$ cat config.mk
export PLATFORM = sky130hd
export DESIGN_NAME = sorted_min_cost_queue_top
export DESIGN_NICKNAME = d
export VERILOG_FILES = /design/src/rtl/smcq_pkg.sv /design/src/rtl/smcq_cell.sv /design/src/rtl/sorted_min_cost_queue_top.sv
export SDC_FILE = /design/constraint.sdc
export NUM_CORES = 1
export LEC_CHECK = 0
export BUFFER_PORTS_ARGS = -buffer_cell sky130_fd_sc_hd__buf_2
export CORE_ASPECT_RATIO = 0.75
export CORE_MARGIN = 1.5
export CORE_UTILIZATION = 55
export CTS_CLUSTER_SIZE = 30
export DETAILED_ROUTE_END_ITERATION = 10
export GPL_TIMING_DRIVEN = 0
export HOLD_SLACK_MARGIN = 0.12
export PLACE_DENSITY_LB_ADDON = 0.15
export SLEW_MARGIN = 20
export SYNTH_ARGS = -nofsm -noshare
export SYNTH_HDL_FRONTEND = slang
export SYNTH_SLANG_ARGS = --single-unit
$ cat constraint.sdc
create_clock -name clk -period 4.11 [get_ports clk]
set_input_delay 1.233 -clock clk [delete_from_list [all_inputs] [get_ports clk]]
set_output_delay 1.233 -clock clk [all_outputs]
set_load 0.02 [all_outputs]
$ cat src/rtl/smcq_pkg.sv
// Shared types and constants for the sorted min-cost queue.
package smcq_pkg;

    localparam int unsigned DEPTH_DEFAULT    = 16;
    localparam int unsigned TAG_BITS_DEFAULT = 10;
    localparam int unsigned COST_W           = 8;
    localparam int unsigned TAG_FIELD_W      = 10;
    localparam int unsigned FILL_W           = 5;

    typedef enum logic {
        KIND_PUSH = 1'b0,
        KIND_POP  = 1'b1
    } kind_t;

    typedef struct packed {
        logic                     kind;
        logic [COST_W-1:0]        new_cost;
        logic [TAG_FIELD_W-1:0]   node_tag;
    } req_t;

    typedef struct packed {
        logic [COST_W-1:0]        out_cost;
        logic [TAG_FIELD_W-1:0]   out_tag;
        logic                     out_valid;
        logic                     was_empty;
        logic                     overflowed;
        logic [FILL_W-1:0]        fill_count;
    } rsp_t;

    // Broadcast to every cell of the row in the cycle a word is accepted.
    typedef struct packed {
        logic                     push;
        logic                     pop;
        logic [COST_W-1:0]        cost;
        logic [TAG_FIELD_W-1:0]   tag;
    } cell_cmd_t;

endpackage

$ cat src/rtl/smcq_cell.sv
// One compare-and-shift cell of the sorted queue row.
module smcq_cell #(
    parameter int unsigned TAG_W = smcq_pkg::TAG_BITS_DEFAULT
) (
    input  logic                          clk,
    input  smcq_pkg::cell_cmd_t           cmd,
    input  logic                          occupied,
    input  logic                          left_less,
    input  logic [smcq_pkg::COST_W-1:0]   left_cost,
    input  logic [TAG_W-1:0]              left_tag,
    input  logic [smcq_pkg::COST_W-1:0]   right_cost,
    input  logic [TAG_W-1:0]              right_tag,
    output logic                          less,
    output logic [smcq_pkg::COST_W-1:0]   cost,
    output logic [TAG_W-1:0]              tag
);

    logic [smcq_pkg::COST_W-1:0] cost_reg;
    logic [TAG_W-1:0]            tag_reg;
    logic [smcq_pkg::COST_W-1:0] cost_next;
    logic [TAG_W-1:0]            tag_next;

    // Held entries are sorted, so "less" is true over a prefix of the row.
    assign less = occupied && (cost_reg < cmd.cost);

    always_comb
    begin
        cost_next = cost_reg;
        tag_next  = tag_reg;
        if (cmd.push && !less)
        begin
            if (left_less)
            begin
                // insert point: new word lands here
                cost_next = cmd.cost;
                tag_next  = cmd.tag[TAG_W-1:0];
            end
            else
            begin
                cost_next = left_cost;
                tag_next  = left_tag;
            end
        end
        else if (cmd.pop)
        begin
            cost_next = right_cost;
            tag_next  = right_tag;
        end
    end

    always_ff @(posedge clk)
    begin
        cost_reg <= cost_next;
        tag_reg  <= tag_next;
    end

    assign cost = cost_reg;
    assign tag  = tag_reg;

endmodule

$ cat src/rtl/sorted_min_cost_queue_top.sv
// Top level of the sorted min-cost queue: cell row, fill count and result register.
// Sorted priority queue of (cost, tag) pairs held in a row of DEPTH compare-and-shift
// cells, cheapest entry at cell 0. On each accepted word (push or pop),
// every cell compares its cost with the pushed cost in parallel and either holds,
// takes the new entry, or takes its neighbor's entry, so one word is accepted per
// clock while the result register can be emptied. Among equal costs the newest push
// comes out first. A push to a full queue is dropped and flagged; a pop of an empty
// queue is flagged. Each word yields exactly one result word in the cycle after it is
// accepted, carrying the fill count after that word. No clearing pass after reset.
module sorted_min_cost_queue_top #(
    parameter int unsigned DEPTH    = smcq_pkg::DEPTH_DEFAULT,
    parameter int unsigned TAG_BITS = smcq_pkg::TAG_BITS_DEFAULT
) (
    input  logic               clk,
    input  logic               rst_n,
    input  logic               req_valid,
    output logic               req_ready,
    input  smcq_pkg::req_t     req,
    output logic               rsp_valid,
    input  logic               rsp_ready,
    output smcq_pkg::rsp_t     rsp
);

    localparam int unsigned CNT_W = $clog2(DEPTH + 1);
    localparam int unsigned TAG_W = (TAG_BITS < smcq_pkg::TAG_FIELD_W) ?
                                    TAG_BITS : smcq_pkg::TAG_FIELD_W;

    logic [CNT_W-1:0]           count_reg;
    logic [CNT_W-1:0]           count_next;
    logic                       rsp_valid_reg;
    smcq_pkg::rsp_t             rsp_reg;
    smcq_pkg::rsp_t             rsp_next;
    smcq_pkg::cell_cmd_t        cmd;
    logic                       accept;
    logic                       full;
    logic                       empty;
    logic [CNT_W+smcq_pkg::FILL_W-1:0] fill_wide;

    logic [smcq_pkg::COST_W-1:0] cell_cost [DEPTH];
    logic [TAG_W-1:0]            cell_tag  [DEPTH];
    logic                        cell_less [DEPTH];

    assign req_ready = !rsp_valid_reg || rsp_ready;
    assign accept    = req_valid && req_ready;
    assign full      = (count_reg == CNT_W'(DEPTH));
    assign empty     = (count_reg == '0);

    always_comb
    begin
        cmd.push = accept && (req.kind == smcq_pkg::KIND_PUSH) && !full;
        cmd.pop  = accept && (req.kind == smcq_pkg::KIND_POP) && !empty;
        cmd.cost = req.new_cost;
        cmd.tag  = req.node_tag;
    end

    genvar gi;
    generate
        for (gi = 0; gi < DEPTH; gi++)
        begin : g_cell
            logic                        l_less;
            logic [smcq_pkg::COST_W-1:0] l_cost;
            logic [TAG_W-1:0]            l_tag;
            logic [smcq_pkg::COST_W-1:0] r_cost;
            logic [TAG_W-1:0]            r_tag;

            if (gi == 0)
            begin : g_head
                assign l_less = 1'b1;
                assign l_cost = cell_cost[gi];
                assign l_tag  = cell_tag[gi];
            end
            else
            begin : g_body
                assign l_less = cell_less[gi-1];
                assign l_cost = cell_cost[gi-1];
                assign l_tag  = cell_tag[gi-1];
            end

            if (gi == DEPTH - 1)
            begin : g_tail
                assign r_cost = cell_cost[gi];
                assign r_tag  = cell_tag[gi];
            end
            else
            begin : g_mid
                assign r_cost = cell_cost[gi+1];
                assign r_tag  = cell_tag[gi+1];
            end

            smcq_cell #(
                .TAG_W (TAG_W)
            ) u_cell (
                .clk        (clk),
                .cmd        (cmd),
                .occupied   (CNT_W'(gi) < count_reg),
                .left_less  (l_less),
                .left_cost  (l_cost),
                .left_tag   (l_tag),
                .right_cost (r_cost),
                .right_tag  (r_tag),
                .less       (cell_less[gi]),
                .cost       (cell_cost[gi]),
                .tag        (cell_tag[gi])
            );
        end
    endgenerate

    always_comb
    begin
        count_next = count_reg;
        if (cmd.push)
        begin
            count_next = count_reg + CNT_W'(1);
        end
        else if (cmd.pop)
        begin
            count_next = count_reg - CNT_W'(1);
        end
    end

    // fill count field is the low bits of the count
    assign fill_wide = {{smcq_pkg::FILL_W{1'b0}}, count_next};

    always_comb
    begin
        rsp_next            = '0;
        rsp_next.fill_count = fill_wide[smcq_pkg::FILL_W-1:0];
        if (req.kind == smcq_pkg::KIND_PUSH)
        begin
            rsp_next.overflowed = full;
        end
        else if (empty)
        begin
            rsp_next.was_empty = 1'b1;
        end
        else
        begin
            rsp_next.out_valid = 1'b1;
            rsp_next.out_cost  = cell_cost[0];
            rsp_next.out_tag   = smcq_pkg::TAG_FIELD_W'(cell_tag[0]);
        end
    end

    always_ff @(posedge clk or negedge rst_n)
    begin
        if (!rst_n)
        begin
            count_reg     <= '0;
            rsp_valid_reg <= 1'b0;
        end
        else
        begin
            count_reg <= count_next;
            if (accept)
            begin
                rsp_valid_reg <= 1'b1;
            end
            else if (rsp_ready)
            begin
                rsp_valid_reg <= 1'b0;
            end
        end
    end

    always_ff @(posedge clk)
    begin
        if (accept)
        begin
            rsp_reg <= rsp_next;
        end
    end

    assign rsp_valid = rsp_valid_reg;
    assign rsp       = rsp_reg;

endmodule
==> metrics.txt <==
outcome complete, no violations; Die Span Y 163 µm; num rows 58; clock buffer depth 3; DR iter-0 viols 1101; Pins Over Slew Limit 0; Port-buffer cells 42; Mean Syn Cell Area 11.7 µm²; Hold Path Class input port to async pin; Crit. End Element flop; TritonRoute pass-1 iters 6; Psw 3.82 mW; reg-to-reg endpoint g_cell[15].u_cell.tag[4]$_DFFE_PP_; DR vias 13641; WL final 53000 µm; worst r2r path cells 8; Worst setup endpoint g_cell[11].u_cell.cost[0]$_DFFE_PP_; worst r2r src count_reg[0]$_DFF_PN0_; final setup violating endpoints 0; Post-Place Worst Slack -2.27 ns; post-synthesis sequential area ratio 51.2%; sw frac 33.5%; unique cell type count in the Yosys netlist 68; P_int 7.60 mW; asr flop ratio synth 1.88%; first-pass GRT wire length 79400 µm; CTS Root Buffer Type clkbuf_16; crit path launch req[17]; met1 Use GR 41.7%; Leakage 8.54 nW; Startpoint Class input port; CP Max Fanout 18; Yosys warning total 0; Worst Path Required 4.30 ns; WL/cell 24.5 µm; fin crit share 97.2%; Largest register FFs 160; Post-CTS Hold Buffers 0; cts bufs inserted 35; synthesized flop and latch total 320; Core Util, Final 62.4%; Clk pwr share 27.9%; clk slew on worst S/H paths 0.06 ns; crit path DAT 4.19 ns; EDFF count, synth 314; Slew @ Worst Pin 1.03 ns; worst-skew pair later-pin latency 0.53 ns; met3 GRT Util 4.87%; synthesized area 18700 µm²; Congestion Overflow GR 0; total power 11.4 mW; CTS tree yes; drt via density 6.30; Most used DFF post-synth edfxtp_1; Power Dens Cells 546 nW/µm²; layout cells sized above 1 18.2%; IO Count 51; Core Box Area 33500 µm²; Final Hold Vio Count 0; GR Util All Layers 30.0%; number of antenna diodes 0; WS Path Type input port to flop; largest net degree at the start of global routing 28; Synth Net Count 1743; clock sinks 320; RSZ-0062 raised after global routing true; H-tree level count 2; busiest metal layer after global routing met2; register share of total power 40.4%; R2R setup slack 0.55 ns; vias in the first global route 13799; DRC violations left 0; antenna violations before repair 0; die area 35100 µm²; fillcell total 2786; Comb power frac 31.7%; GPL Wtd Cong 0.887; area delta synth->final 11.9%; shortest period the worst path allows 3.99 ns; worst setup margin 0.115 ns; net count reported at finish 1833; VDD IR-drop max 0.000312 V; Setup Skew 0.0183 ns; Worst slew margin 31.2%; M2 GR Usage 48.2%; antenna viol nets, final 0; Max Clk Rate 0.250 GHz; Syn Inst Count 1604; Die Span X 216 µm; DP Wirelength 38400 µm; Initial Util 55.8%; max cap viols 0
cell usage in the layout, fill, tap and decap left out, types with 5 or more instances in the layout:
master	netlist	final
mux2_2	63	63
nand2b_1	18	16
inv_1	15	7
o21ai_0	182	180
clkbuf_2	1	10
edfxtp_1	314	314
nand2_1	183	173
a211oi_1	7	7
clkbuf_16	0	37
clkinv_1	0	6
a21o_1	8	8
nand2_2	2	5
nor2_1	95	95
o21ai_1	22	21
clkbuf_4	3	10
buf_4	20	32
buf_6	12	12
clkinv_2	0	9
and4_1	8	8
a21oi_1	92	91
ha_1	116	116
nand4_1	10	10
o21a_1	5	5
and3_1	19	19
dfrtp_1	6	6
nand2_4	1	7
clkbuf_1	45	28
mux2_4	9	9
and2_1	5	5
clkbuf_8	0	5
buf_2	30	70
nor3_1	5	5
mux2i_1	234	234
nand3_1	7	7
Yosys cell counts, drive strengths merged (2+ instances only):
cell type | number | share of area [%]
edfxtp | 314 | 50
mux2i | 234 | 13
o21ai | 205 | 5.5
nand2 | 186 | 3.8
ha | 116 | 7.8
nor2 | 99 | 2.2
a21oi | 95 | 2.7
mux2 | 72 | 4.5
buf | 62 | 2.3
clkbuf | 49 | 1.0
and3 | 20 | 0.70
nand2b | 18 | 0.60
inv | 16 | 0.32
nand4 | 10 | 0.33
a211oi | 8 | 0.35
a21o | 8 | 0.32
and4 | 8 | 0.37
nor3 | 8 | 0.29
nand3 | 7 | 0.19
a221oi | 6 | 0.35
dfrtp | 6 | 0.80
and2 | 5 | 0.17
o21a | 5 | 0.20
o31ai | 5 | 0.35
a2111oi | 4 | 0.22
o211ai | 4 | 0.16
or3 | 4 | 0.13
nor3b | 3 | 0.12
a21boi | 2 | 0.080
a31oi | 2 | 0.067
nor2b | 2 | 0.067
o211a | 2 | 0.11
o22ai | 2 | 0.067
xnor2 | 2 | 0.094
xor2 | 2 | 0.094
logic make-up after synthesis:
group           Yosys count  synth area share [%]
compound gates          357                  11.0
fa+ha+maj               116                  7.76
mux                     306                  17.0
flops                   320                  51.2
xor+xnor                  4                 0.187
buf+inv                 127                  3.70
simple gates            374                  9.13
power by group through the flow:
stage / registers (mW) / logic [mW] / clock network, mW
6_report: 4.61 / 3.62 / 3.19
5_1_grt: 4.65 / 3.91 / 3.32
4_1_cts: 4.60 / 3.55 / 3.20
3_5_place_dp: 4.67 / 3.50 / 0
3_3_place_gp: 4.67 / 3.40 / 0
2_1_floorplan: 4.55 / 2.63 / 0
cell type report:
type | count | area (µm²) | area share [%]
sequential | 320 | 9580 | 45.8
multi-input combinational | 1157 | 8580 | 41.0
clock buffer | 41 | 961 | 4.59
buffer | 111 | 704 | 3.37
tap | 450 | 563 | 2.69
timing repair buffer | 53 | 305 | 1.46
clock inverter | 18 | 158 | 0.753
inverter | 16 | 85.1 | 0.406
worst min path at each step:
stage	endpoint	slack (ns)	cells after the start	startpoint
after floorplan	g_cell[12].u_cell.tag[0]$_DFFE_PP_	0.52	2	g_cell[13].u_cell.tag[0]$_DFFE_PP_
after CTS	count_reg[2]$_DFF_PN0_	0.52	1	rst_n
after global routing	count_reg[2]$_DFF_PN0_	0.54	1	rst_n
after detailed placement	g_cell[14].u_cell.tag[5]$_DFFE_PP_	0.54	1	g_cell[15].u_cell.tag[5]$_DFFE_PP_
after global placement	rsp_valid$_DFFE_PN0P_	0.53	2	rsp_valid$_DFFE_PN0P_
final	count_reg[3]$_DFF_PN0_	0.53	1	rst_n
layer usage:
| layer | vias up | part of all wire (%) |
|---|---|---|
| met5 | - | 0 |
| met4 | 0 | 3.2 |
| met3 | 104 | 6.6 |
| met2 | 493 | 45 |
| met1 | 6855 | 45 |
| li1 | 6189 | - |
critical path: stages:
cell and delay [ns]:
clkbuf_2 0.29, buf_4 0.32, inv_4 0.16, ha_1 0.37
nand4_1 0.14, or3_1 0.38, o211a_1 0.21, buf_4 0.19
nand2b_1 0.15, buf_2 0.22, clkbuf_4 0.23, nand2_4 0.27
through the flow:
step	hold slack (ns)	TNS [ns]	area [µm²]	std cells
final	0.533	0	20900	2166
after global routing	0.539	-0.0126	20900	2166
after CTS	0.522	0	20900	2166
after detailed placement	0.540	-816.39	19500	2096
after global placement	0.530	-819.74	19500	2096
after floorplan	0.518	-0.891	18700	1604
repair_timing:
action                     CTS  global route
setup endpoints to repair  576           259
buffers inserted            11             0
gates resized for setup     44            20
Power figures use the tool's default switching activity.
